`src/sv/lsa_pkg.sv`:
```
package lsa_pkg;

   // fixed field widths
   localparam int SCORE_W = 14;
   localparam int REG_W = 8;
   localparam int SYM_W = 8;
   localparam int POS_W = 6;
   localparam int ADDR_W = 4;
   localparam int DATA_W = 32;

   // default capacities
   localparam int MAX_LEN_ONE_DEF = 32;
   localparam int MAX_LEN_TWO_DEF = 32;

   localparam logic [SYM_W-1:0] GAP_CODE = 8'd95;

   typedef enum logic [1:0] {
      FUNC_APPEND_ONE = 2'd0,
      FUNC_APPEND_TWO = 2'd1,
      FUNC_RUN        = 2'd2
   } func_type;

   typedef enum logic [1:0] {
      REG_MATCH    = 2'd0,
      REG_MISMATCH = 2'd1,
      REG_GAP      = 2'd2
   } reg_index_type;

   typedef enum logic [1:0] {
      DIR_DIAG = 2'd0,
      DIR_UP   = 2'd1,
      DIR_LEFT = 2'd2
   } dir_type;

   typedef enum logic [1:0] {
      KIND_MATCH    = 2'd0,
      KIND_MISMATCH = 2'd1,
      KIND_GAP      = 2'd2
   } kind_type;

   typedef enum logic [2:0] {
      ST_IDLE,
      ST_FILL,
      ST_SCAN,
      ST_TB_READ,
      ST_TB_STEP,
      ST_EMPTY,
      ST_OUT_READ,
      ST_OUT_LOAD
   } state_type;

   // word handed from one cell to the next
   typedef struct packed {
      logic                       valid;
      logic [SYM_W-1:0]           sym;
      logic signed [SCORE_W-1:0]  score;
   } link_type;

   // one stored matrix entry
   typedef struct packed {
      dir_type                    dir;
      logic signed [SCORE_W-1:0]  score;
   } entry_type;

   // one alignment column
   typedef struct packed {
      kind_type          kind;
      logic [SYM_W-1:0]  bottom;
      logic [SYM_W-1:0]  top;
   } column_type;

   // scoring registers broadcast to the cells
   typedef struct packed {
      logic signed [REG_W-1:0] match;
      logic signed [REG_W-1:0] mismatch;
      logic signed [REG_W-1:0] gap;
   } scores_type;

   // add an 8-bit step to a score, saturating to the score range
   function automatic logic signed [SCORE_W-1:0] sat_add(
      input logic signed [SCORE_W-1:0] a,
      input logic signed [REG_W-1:0] b);
      logic signed [SCORE_W:0] s;
      logic signed [SCORE_W-1:0] r;
      s = {a[SCORE_W-1], a} + {{(SCORE_W + 1 - REG_W){b[REG_W-1]}}, b};
      if (s[SCORE_W] != s[SCORE_W-1]) begin
         r = s[SCORE_W] ? {1'b1, {(SCORE_W - 1){1'b0}}} : {1'b0, {(SCORE_W - 1){1'b1}}};
      end else begin
         r = s[SCORE_W-1:0];
      end
      return r;
   endfunction

endpackage

```
`src/sv/lsa_cell.sv`:
```
module lsa_cell #(
   parameter int MAX_LEN_ONE = lsa_pkg::MAX_LEN_ONE_DEF
) (
   input  logic                                   clock,
   input  logic                                   reset,
   input  logic                                   clear,
   input  logic                                   load_en,
   input  logic [lsa_pkg::SYM_W-1:0]              load_sym,
   input  lsa_pkg::scores_type                    scores,
   input  lsa_pkg::link_type                      link_in,
   input  logic [((MAX_LEN_ONE > 1) ? $clog2(MAX_LEN_ONE) : 1)-1:0] col_in,
   input  logic [((MAX_LEN_ONE > 1) ? $clog2(MAX_LEN_ONE) : 1)-1:0] rd_addr,
   output lsa_pkg::link_type                      link_out,
   output logic [((MAX_LEN_ONE > 1) ? $clog2(MAX_LEN_ONE) : 1)-1:0] col_out,
   output lsa_pkg::entry_type                     rd_data,
   output logic [lsa_pkg::SYM_W-1:0]              row_sym,
   output logic signed [lsa_pkg::SCORE_W-1:0]     row_best,
   output logic [((MAX_LEN_ONE > 1) ? $clog2(MAX_LEN_ONE) : 1)-1:0] row_best_col
);
   import lsa_pkg::*;

   localparam int A1_W = (MAX_LEN_ONE > 1) ? $clog2(MAX_LEN_ONE) : 1;

   logic [SYM_W-1:0]           row_sym_ff;
   logic signed [SCORE_W-1:0]  diag_ff;
   logic signed [SCORE_W-1:0]  left_ff;
   link_type                   link_ff;
   logic [A1_W-1:0]            col_ff;
   entry_type                  rd_ff;
   logic signed [SCORE_W-1:0]  best_ff;
   logic [A1_W-1:0]            best_col_ff;
   entry_type                  mem [MAX_LEN_ONE];

   logic [REG_W-1:0]           step;
   logic signed [SCORE_W-1:0]  diag_sc;
   logic signed [SCORE_W-1:0]  up_sc;
   logic signed [SCORE_W-1:0]  left_sc;
   entry_type                  cur;

   // cell rule: diagonal, up, left candidates with tie order
   always_comb begin
      step = (link_in.sym == row_sym_ff) ? scores.match : scores.mismatch;
      diag_sc = sat_add(diag_ff, step);
      up_sc = sat_add(link_in.score, scores.gap);
      left_sc = sat_add(left_ff, scores.gap);
      if (diag_sc >= up_sc) begin
         if (diag_sc >= left_sc) begin
            cur = '{dir: DIR_DIAG, score: diag_sc};
         end else begin
            cur = '{dir: DIR_LEFT, score: left_sc};
         end
      end else if (up_sc >= left_sc) begin
         cur = '{dir: DIR_UP, score: up_sc};
      end else begin
         cur = '{dir: DIR_LEFT, score: left_sc};
      end
   end

   // row symbol
   always_ff @(posedge clock) begin
      if (load_en) begin
         row_sym_ff <= load_sym;
      end
   end

   // neighbor scores, cleared at the start of a run
   always_ff @(posedge clock) begin
      if (reset || clear) begin
         diag_ff <= '0;
         left_ff <= '0;
      end else if (link_in.valid) begin
         diag_ff <= link_in.score;
         left_ff <= cur.score;
      end
   end

   // hand the word to the next row
   always_ff @(posedge clock) begin
      if (reset) begin
         link_ff.valid <= 1'b0;
      end else begin
         link_ff.valid <= link_in.valid;
      end
      link_ff.sym <= link_in.sym;
      link_ff.score <= cur.score;
      col_ff <= col_in;
   end

   // row memory of scores and directions
   always_ff @(posedge clock) begin
      if (link_in.valid) begin
         mem[col_in] <= cur;
      end
      rd_ff <= mem[rd_addr];
   end

   // first strict maximum along the row
   always_ff @(posedge clock) begin
      if (link_in.valid && ((col_in == '0) || (cur.score > best_ff))) begin
         best_ff <= cur.score;
         best_col_ff <= col_in;
      end
   end

   assign link_out = link_ff;
   assign col_out = col_ff;
   assign rd_data = rd_ff;
   assign row_sym = row_sym_ff;
   assign row_best = best_ff;
   assign row_best_col = best_col_ff;

endmodule

```
`config.mk`:
```
export PLATFORM = sky130hd
export DESIGN_NAME = lsa_cell
export DESIGN_NICKNAME = d
export VERILOG_FILES = /design/src/sv/lsa_pkg.sv /design/src/sv/lsa_cell.sv
export SDC_FILE = /design/constraint.sdc
export NUM_CORES = 1
export LEC_CHECK = 0
export BUFFER_PORTS_ARGS = -buffer_cell sky130_fd_sc_hd__buf_2
export CAP_MARGIN = 20
export CORE_MARGIN = 3
export CORE_UTILIZATION = 40
export DETAILED_ROUTE_END_ITERATION = 16
export HOLD_SLACK_MARGIN = 0.1
export PLACE_DENSITY_LB_ADDON = 0.1
export SETUP_SLACK_MARGIN = 0.15
export SYNTH_ARGS = -nofsm -noshare
export SYNTH_HDL_FRONTEND = slang
export SYNTH_SLANG_ARGS = --single-unit
```
`constraint.sdc`:
```
create_clock -name clock -period 11.7 [get_ports clock]
set_clock_uncertainty 0.2 [all_clocks]
set_input_delay 0.585 -clock clock [delete_from_list [all_inputs] [get_ports clock]]
set_output_delay 0.585 -clock clock [all_outputs]
set_load 0.01 [all_outputs]
```
==> out/results.txt, run 1 <==
Worst Max-Slew Pin Slew: 1040 ps
Overall die height: 263 um
Max cap viols: 0
Slew HR: 0.308
# setup viols final: 0
Fraction of layout cells with a size suffix above 1: 0.298
Top cell type by total area after synthesis: edfxtp_1
Uppermost routed layer: met4
# IOs: 140
H-tree levels: 3
Via/cell ratio: 5.55
Initial Util: 0.407
Most frequent cells in the layout: edfxtp_1, mux4_2, buf_2
# nets final: 1932
WS Path Type: in -> reg
Met3 wire len: 3.45 mm
Syn Inst Count: 1520
CP max stage delay: 840 ps
Inst Count DP: 2508
CP arrival: 10410 ps
Port Buf Inserts: 139
Ranking of synthesized cells by area: edfxtp_1, mux4_2, dfxtp_1
Hpwl dp: 43.7 mm
Routed Antenna Nets: 0
Power Dens Cells: 265 nW/um^2
Outcome: complete, no violations
Initial drt markers: 996
Top_reg_cell synth: edfxtp_1
Bufs on Longest Clock Path: 3
Number of global-route vias before repair: 15500
Register bit total from synthesis: 611
# DRC: 0
Reg clk slew, reported paths: 50 ps
P_leak: 11.0 nW
Overall routing resource usage: 0.205
Sequential-to-total area share from yosys stat: 0.666
TritonRoute pass-1 iters: 5
Wire per inst: 26.5 um
Finished Layout Cells: 2671
Pins over their slew limit: 0
Worst vdd ir: 217 uV
Post-Syn Area: 26500 um^2
Layout Utilization: 0.481
Asr flop ratio synth: 0
Crit path time final: 10400 ps
Hold Crit Class: in -> reg
CORE AREA: 64900 um^2
Synth Area per Inst: 17.4 um^2
Die width: 263 um
Wire length on met2: 35.3 mm
TritonCTS clock tree: built
Sinks on the clock net: 611
First-pass GRT wire length: 105 mm
M1 WL: 30.0 mm
Num rows: 93
Initial antenna violation count: 2
Tot Pwr: 8.29 mW
F_max: 96.2 MHz
Synth-to-Final Area Change: 18.1%
Most common cell after layout, fill and taps aside: edfxtp_1
Via count: 14800
Largest net degree at the start of global routing: 79
Final Hold Vio Count: 0
Ys Warns: 0
Grt ovf: 0
WP data required: 11710 ps
Yosys cell types: 72
Final wirelength: 70.7 mm
CP max FO: 39
Slowest CP cell: o221ai_1
Number of synthesized flops with an enable pin: 539
Syn Nets: 1695
CTS root buf: clkbuf_16
Fin crit share: 0.889
GPL Wtd Cong: 0.915
Post-synth top area share: 0.612
Die ar.: 69200 um^2
Cts repair resizes: 0
Cell Area, Placed: 28600 um^2
Startpoint types: input port
Unrepaired setup endpoints after global routing: false
Crit. End Element: register
Setup_tns: 0 ps
Total CTS buffers: 69
Final Cell Area: 31200 um^2
Clk_lat worst skew: 600 ps
-- what timing repair did --
item / CTS / global route
hold buffers: 32 / 0
setup endpoints to repair: 0 / 0
setup buffers: 0 / 0
hold endpoints to repair: 41 / 0
-- where the power goes --
group | total (mW) | leakage (nW) | switching, mW | internal, mW
clock network | 2.12 | 1.09 | 0.868 | 1.26
logic | 2.66 | 4.44 | 1.94 | 0.717
registers | 3.51 | 5.48 | 0.0597 | 3.45
total | 8.29 | 11.0 | 2.87 | 5.42
-- routing by layer --
metal	vias up	GRT usage
li1	6626	-
met1	7712	0.275
met2	403	0.346
met3	92	0.0324
met4	0	0.0656
met5	-	0
-- worst max-delay path, delay by kind of cell --
family / cells / cell delay (ps)
and+or+nand+nor: 7 / 1610
muxes: 1 / 320
buffers and inverters: 5 / 1680
xor gates and xnor gates: 1 / 130
adders and majority gates: 4 / 1240
AOI/OAI and AO/OA: 15 / 4810
-- flip-flops by register name (all words and copies together), names as in the netlist --
register      flops
col_out           5
row_sym           8
rd_data          16
row_best         14
left_ff          14
link_out         23
row_best_col      5
mem             512
diag_ff          14
-- final cells by class --
type,count,area [um^2]
Fill cell,5546,33700
Sequential cell,611,17600
Multi-Input combinational cell,791,8550
Clock buffer,93,1890
Timing Repair Buffer,222,1510
Tap cell,855,1070
Clock inverter,35,368
Inverter,62,233
Antenna cell,2,5.00
-- logic make-up (layout without fill, tap and decap cells) --
kind of cell,after synthesis,after routing,share of synthesized area
simple gates,225,225,0.0402
other cells,0,2,0
flops,611,611,0.666
mux,198,198,0.152
xor+xnor,37,37,0.0123
buf+inv,118,412,0.0172
compound gates,223,223,0.0605
fa+ha+maj,108,108,0.0518
-- per-stage QoR --
stage | hold slack (ps) | setup slack [ps]
6_report | 126 | 1300
3_5_place_dp | 298 | 1170
5_1_grt | 124 | 385
2_1_floorplan | 259 | 1780
4_1_cts | 101 | 1300
3_3_place_gp | 283 | 1460
-- synthesized netlist by cell type, types with 6 or more instances --
cell        n
a21oi_1    44
buf_1      14
o211ai_1   10
nand3_1    22
clkbuf_1   38
inv_1      61
nand3b_1    7
edfxtp_1  539
xor2_1     22
mux2_2     24
mux4_2    160
nor2b_1     7
a221oi_2    7
nor2_1     92
and3_1      8
a211oi_1   12
o31ai_1     6
dfxtp_1    72
nand2b_1    8
xnor2_1    15
o21bai_1    6
nand2_1    42
mux2i_1    14
nand4_1    10
a21o_1     17
ha_1      103
o21ai_0    40
o21a_1     16
-- worst paths after layout --
| check | startpoint | end | slack (ps) | depth (start not counted) |
|---|---|---|---|---|
| worst min-delay path | link_in[3] | diag_ff[3]$_SDFFE_PP0P_ | 130 | 3 |
| worst max register to register | left_ff[1]$_SDFFE_PP0P_ | row_best[6]$_DFFE_PP_ | 1430 | 32 |
| worst min register to register | diag_ff[0]$_SDFFE_PP0P_ | diag_ff[0]$_SDFFE_PP0P_ | 310 | 2 |
| worst max-delay path | link_in[19] | row_best[6]$_DFFE_PP_ | 1300 | 33 |
No activity file was read; power rests on OpenSTA's default activity.
==> run 2: changes to the inputs <==
--- a/config.mk
+++ b/config.mk
@@ -8,7 +8,7 @@
 export BUFFER_PORTS_ARGS = -buffer_cell sky130_fd_sc_hd__buf_2
 export CAP_MARGIN = 20
 export CORE_MARGIN = 3
-export CORE_UTILIZATION = 40
+export CORE_UTILIZATION = 55
 export DETAILED_ROUTE_END_ITERATION = 16
 export HOLD_SLACK_MARGIN = 0.1
 export PLACE_DENSITY_LB_ADDON = 0.1
@@ -16,3 +16,4 @@
 export SYNTH_ARGS = -nofsm -noshare
 export SYNTH_HDL_FRONTEND = slang
 export SYNTH_SLANG_ARGS = --single-unit
+export TNS_END_PERCENT = 5
==> constraint.sdc (replaced) <==
create_clock -name clock -period 9.1 [get_ports clock]
set_clock_uncertainty 0.2 [all_clocks]
set_input_delay 0.455 -clock clock [delete_from_list [all_inputs] [get_ports clock]]
set_output_delay 0.455 -clock clock [all_outputs]
set_load 0.01 [all_outputs]
==> run 2 against run 1 <==
  * Global-route usage is 6.2 points higher
  * First-iteration DRC count is 38% higher
  * Register-to-register slack worse by 650 ps
  * Hold slack better by 20 ps
  * Sequential power is 28% higher
  * Final cell count is 9.5% lower
  * Clock power is 8% higher
  * Final area is 2.1% lower
  * Total power is 24% higher
  * Worst setup slack worse by 570 ps
  * Via count is 1.6% higher
  * Critical endpoint unchanged
  * Largest power group unchanged
==> out/results.txt, run 2 (synthesized netlist as in run 1, its figures left out) <==
Finished Layout Cells: 2416
Largest net degree at the start of global routing: 69
R2R Path Start: row_sym[7]$_DFFE_PP_
Initial drt markers: 1378
CP max FO: 19
Hold Startpoint: clear
Port Buf Inserts: 139
Hpwl dp: 43.1 mm
# IOs: 140
Slowest CP cell: dlygate4sd3_1
Routed Antenna Nets: 0
CP delay by family, top: compound AO/OA/AOI/OAI gates
Most frequent cells in the layout: edfxtp_1, mux4_2, buf_2
P_leak: 10.9 nW
Global routing usage on met1: 0.375
Hold Path End: left_ff[13]$_SDFFE_PP0P_
CORE AREA: 47100 um^2
GPL Wtd Cong: 0.918
Met2 GRT Util: 0.450
Synth-to-Final Area Change: 15.6%
Inst Count DP: 2264
Final Cell Area: 30600 um^2
Most common cell after layout, fill and taps aside: edfxtp_1
Pins over their slew limit: 0
# DRC: 0
Overall routing resource usage: 0.268
Crit. End Element: register
Unrepaired setup endpoints after global routing: false
WS Path Type: in -> reg
CP max stage delay: 530 ps
Die ar.: 50800 um^2
Max FFs per register: 512
Total CTS buffers: 58
Num rows: 79
CP arrival: 8460 ps
WP buf/inv: 5
Outcome: complete, no violations
Setup_tns: 0 ps
Slack of the worst reg-to-reg path: 780 ps
Power Dens Cells: 336 nW/um^2
Met3 Resource Use GR: 0.0406
WP data required: 9200 ps
Setup ws final: 732 ps
Final hold slack: 146 ps
# setup viols final: 0
Worst vdd ir: 390 uV
Hold Path Cell Cnt: 4
Fill count: 3280
CTS root buf: clkbuf_16
Initial Util: 0.562
Slew HR: 0.251
Fin crit share: 0.920
Final Hold Vio Count: 0
Fraction of layout cells with a size suffix above 1: 0.296
Final wirelength: 66.8 mm
Overall die height: 225 um
Number of global-route vias before repair: 15200
Crit path time final: 8370 ps
Cell Area, Placed: 28300 um^2
Startpoint types: input port
Via/cell ratio: 6.24
H-tree levels: 2
Clk_lat worst skew: 610 ps
Worst Max-Slew Pin Slew: 1120 ps
Wire per inst: 27.6 um
Sinks on the clock net: 611
GR peak layer: met2
R2r endpoint: row_best[6]$_DFFE_PP_
Max cap viols: 0
Die width: 225 um
Bufs on Longest Clock Path: 3
TritonCTS clock tree: built
Critical path's most frequent cell: o21a_1
Hold Crit Class: in -> reg
F_max: 120 MHz
Largest Register: mem
TritonRoute pass-1 iters: 5
Reg clk slew, reported paths: 60 ps
Pre-CTS setup slack: 447 ps
Via count: 15100
Grt ovf: 0
First-pass GRT wire length: 98.7 mm
Reg2reg path depth: 31
# nets final: 1934
Initial antenna violation count: 1
-- run 2: cell types whose count changed in the layout (fill, tap and decap cells not counted), moves of 4 or more --
cell           before  now
nor2_2             37   30
bufinv_16           5    1
dlygate4sd3_1      32   37
clkbuf_8            4    8
nor2_1             55   63
clkbuf_16          71   59
buf_4              46   54
-- run 2: timing repair --
item / 4_1_cts / 5_1_grt
buffers inserted: 0 / 1
endpoints found under the hold margin: 49 / 0
hold buffers: 37 / 0
gates resized for setup: 0 / 15
endpoints found under the setup margin: 0 / 19
-- run 2: layout make-up --
type	count	area (um^2)	share of cell area
flip-flops and latches	611	17600	0.576
well taps	607	759	0.0248
diodes	1	2.50	0.0000818
inverters	62	233	0.00761
clock buffers	82	1630	0.0534
multi-input cells	792	8570	0.280
repair buffers	234	1580	0.0517
clock inverters	27	179	0.00585
-- run 2: where the power goes --
| group | internal [mW] | switching [mW] | total, mW |
|---|---|---|---|
| Combinational | 0.983 | 2.52 | 3.51 |
| Sequential | 4.42 | 0.0691 | 4.49 |
| Clock | 1.28 | 1.01 | 2.29 |
| Total | 6.69 | 3.61 | 10.3 |
-- run 2: how the worst max path moves through the flow --
| stage | from | end | slack (ps) | cells after the start |
|---|---|---|---|---|
| detailed placement | link_in[21] | row_best[3]$_DFFE_PP_ | 450 | 31 |
| floorplan | scores[2] | row_best[0]$_DFFE_PP_ | 360 | 30 |
| global placement | link_in[15] | row_best[3]$_DFFE_PP_ | 650 | 31 |
| global route | link_in[21] | row_best[3]$_DFFE_PP_ | 150 | 33 |
| CTS | link_in[21] | row_best[6]$_DFFE_PP_ | 550 | 32 |
| finish | link_in[21] | row_best[6]$_DFFE_PP_ | 730 | 33 |
-- run 2: worst register-to-register path: cells and delay by family (launching register included) --
family          cells  cell delay, ps
compound gates     16            4070
xor+xnor            1             180
fa+ha+maj           4            1060
buf+inv             3             540
flops               1             420
mux                 1             290
simple gates        6            1270
-- run 2: stage by stage --
stage	util	power [mW]
final	0.650	10.3
after global routing	0.650	10.8
after CTS	0.648	10.3
after detailed placement	0.601	8.00
after global placement	0.600	7.90
after floorplan	-	6.40
-- run 2: layer usage --
metal,vias up,wire length (um)
met2,579,33400
li1,6615,-
met5,-,0
met1,7778,27300
met3,104,4400
met4,0,1660
==> run 3: changes to the inputs <==
--- a/config.mk
+++ b/config.mk
@@ -12,6 +12,7 @@
 export DETAILED_ROUTE_END_ITERATION = 16
 export HOLD_SLACK_MARGIN = 0.1
 export PLACE_DENSITY_LB_ADDON = 0.1
+export REMOVE_ABC_BUFFERS = 1
 export SETUP_SLACK_MARGIN = 0.15
 export SYNTH_ARGS = -nofsm -noshare
 export SYNTH_HDL_FRONTEND = slang
==> run 3 against run 2 <==
  * Maximum frequency shrank 0.67%
  * Hold slack worse by 3.9 ps
  * Sequential power about the same
  * Critical path depth is 2 lower
  * Critical path type unchanged
  * Largest power group unchanged
==> out/results.txt, run 3 (synthesized netlist as in run 1, its figures left out) <==
Max FFs per register: 512
Hold Crit Class: in -> reg
Cell Area, Placed: 28300 um^2
F_max: 119 MHz
GR peak layer: met2
Final Cell Area: 30600 um^2
WS Path Type: in -> reg
Pins over their slew limit: 0
Final wirelength: 67.0 mm
CP max stage delay: 550 ps
Setup_tns: 0 ps
Fraction of layout cells with a size suffix above 1: 0.298
Hpwl dp: 43.1 mm
TritonRoute pass-1 iters: 5
Met3 Resource Use GR: 0.0395
CP max FO: 19
Startpoint types: input port
Max cap viols: 0
Reg clk slew, reported paths: 60 ps
Wire per inst: 27.7 um
Slew HR: 0.239
Global routing usage on met1: 0.349
TritonCTS clock tree: built
Most frequent cells in the layout: edfxtp_1, mux4_2, buf_2
Worst vdd ir: 345 uV
Crit. End Element: register
Overall routing resource usage: 0.269
Die width: 225 um
Total CTS buffers: 59
Overall die height: 225 um
First-pass GRT wire length: 98.6 mm
# IOs: 140
Via/cell ratio: 6.19
Via count: 15000
Fill count: 3242
Slowest CP cell: dlygate4sd3_1
Critical path's most frequent cell: o21a_1
Layout Utilization: 0.651
Grt ovf: 0
Initial antenna violation count: 2
Setup ws final: 676 ps
Met2 GRT Util: 0.464
Final Hold Vio Count: 0
# DRC: 0
Finished Layout Cells: 2420
Synth-to-Final Area Change: 15.8%
Pre-CTS setup slack: 387 ps
Worst Max-Slew Pin Slew: 1140 ps
# setup viols final: 0
Num rows: 79
Most common cell after layout, fill and taps aside: edfxtp_1
Initial Util: 0.562
H-tree levels: 2
GPL Wtd Cong: 0.912
Number of global-route vias before repair: 15500
Largest net degree at the start of global routing: 49
# nets final: 1939
CP arrival: 8530 ps
Initial drt markers: 1107
Final hold slack: 142 ps
Tot Pwr: 10.4 mW
Outcome: complete, no violations
Sinks on the clock net: 611
CORE AREA: 47100 um^2
CTS root buf: clkbuf_16
Fin crit share: 0.926
Die ar.: 50800 um^2
P_leak: 10.9 nW
Crit path time final: 8420 ps
WP data required: 9210 ps
Bufs on Longest Clock Path: 3
Clk_lat worst skew: 630 ps
Inst Count DP: 2272
Power Dens Cells: 341 nW/um^2
Largest Register: mem
Routed Antenna Nets: 0
Unrepaired setup endpoints after global routing: false
Port Buf Inserts: 139
## run 3: layout make-up
class	count	area (um^2)	area share
antenna	2	5.00	0.000163
multi-input combinational	791	8550	0.279
sequential	611	17600	0.576
tap	607	759	0.0248
clock buffer	78	1570	0.0512
inverter	62	233	0.00760
timing repair buffer	239	1560	0.0510
clock inverter	30	327	0.0107
## run 3: what timing repair did
item	4_1_cts	5_1_grt
resized for setup	0	6
hold buffers	37	0
buffers inserted	0	1
endpoints found under the hold margin	49	0
setup endpoints to repair	0	19
## run 3: final timing paths
check / startpoint / endpoint / slack [ps] / cells after the start
worst max-delay path: link_in[15] / row_best_col[2]$_DFFE_PP_ / 680 / 31
worst min-delay path: clear / diag_ff[4]$_SDFFE_PP0P_ / 140 / 3
worst max register to register: row_sym[0]$_DFFE_PP_ / row_best_col[2]$_DFFE_PP_ / 730 / 29
worst min register to register: left_ff[12]$_SDFFE_PP0P_ / left_ff[12]$_SDFFE_PP0P_ / 300 / 2
## run 3: layer usage
layer	wire length (um)	up-vias
met1	26600	7691
li1	-	6620
met3	3770	134
met4	2810	0
met5	0	-
met2	33900	527
## run 3: critical path: cells and delay by family
kind / cells / cell delay, ps
compound gates: 16 / 4200
simple gates: 6 / 1270
buf+inv: 4 / 1090
fa+ha+maj: 3 / 930
mux: 1 / 440
xor+xnor: 1 / 130
## run 3: power by group
group          internal (mW)  switching, mW  leakage, nW
Combinational           1.00           2.55         4.50
Clock                   1.36           1.03        0.921
Sequential              4.42         0.0814         5.48
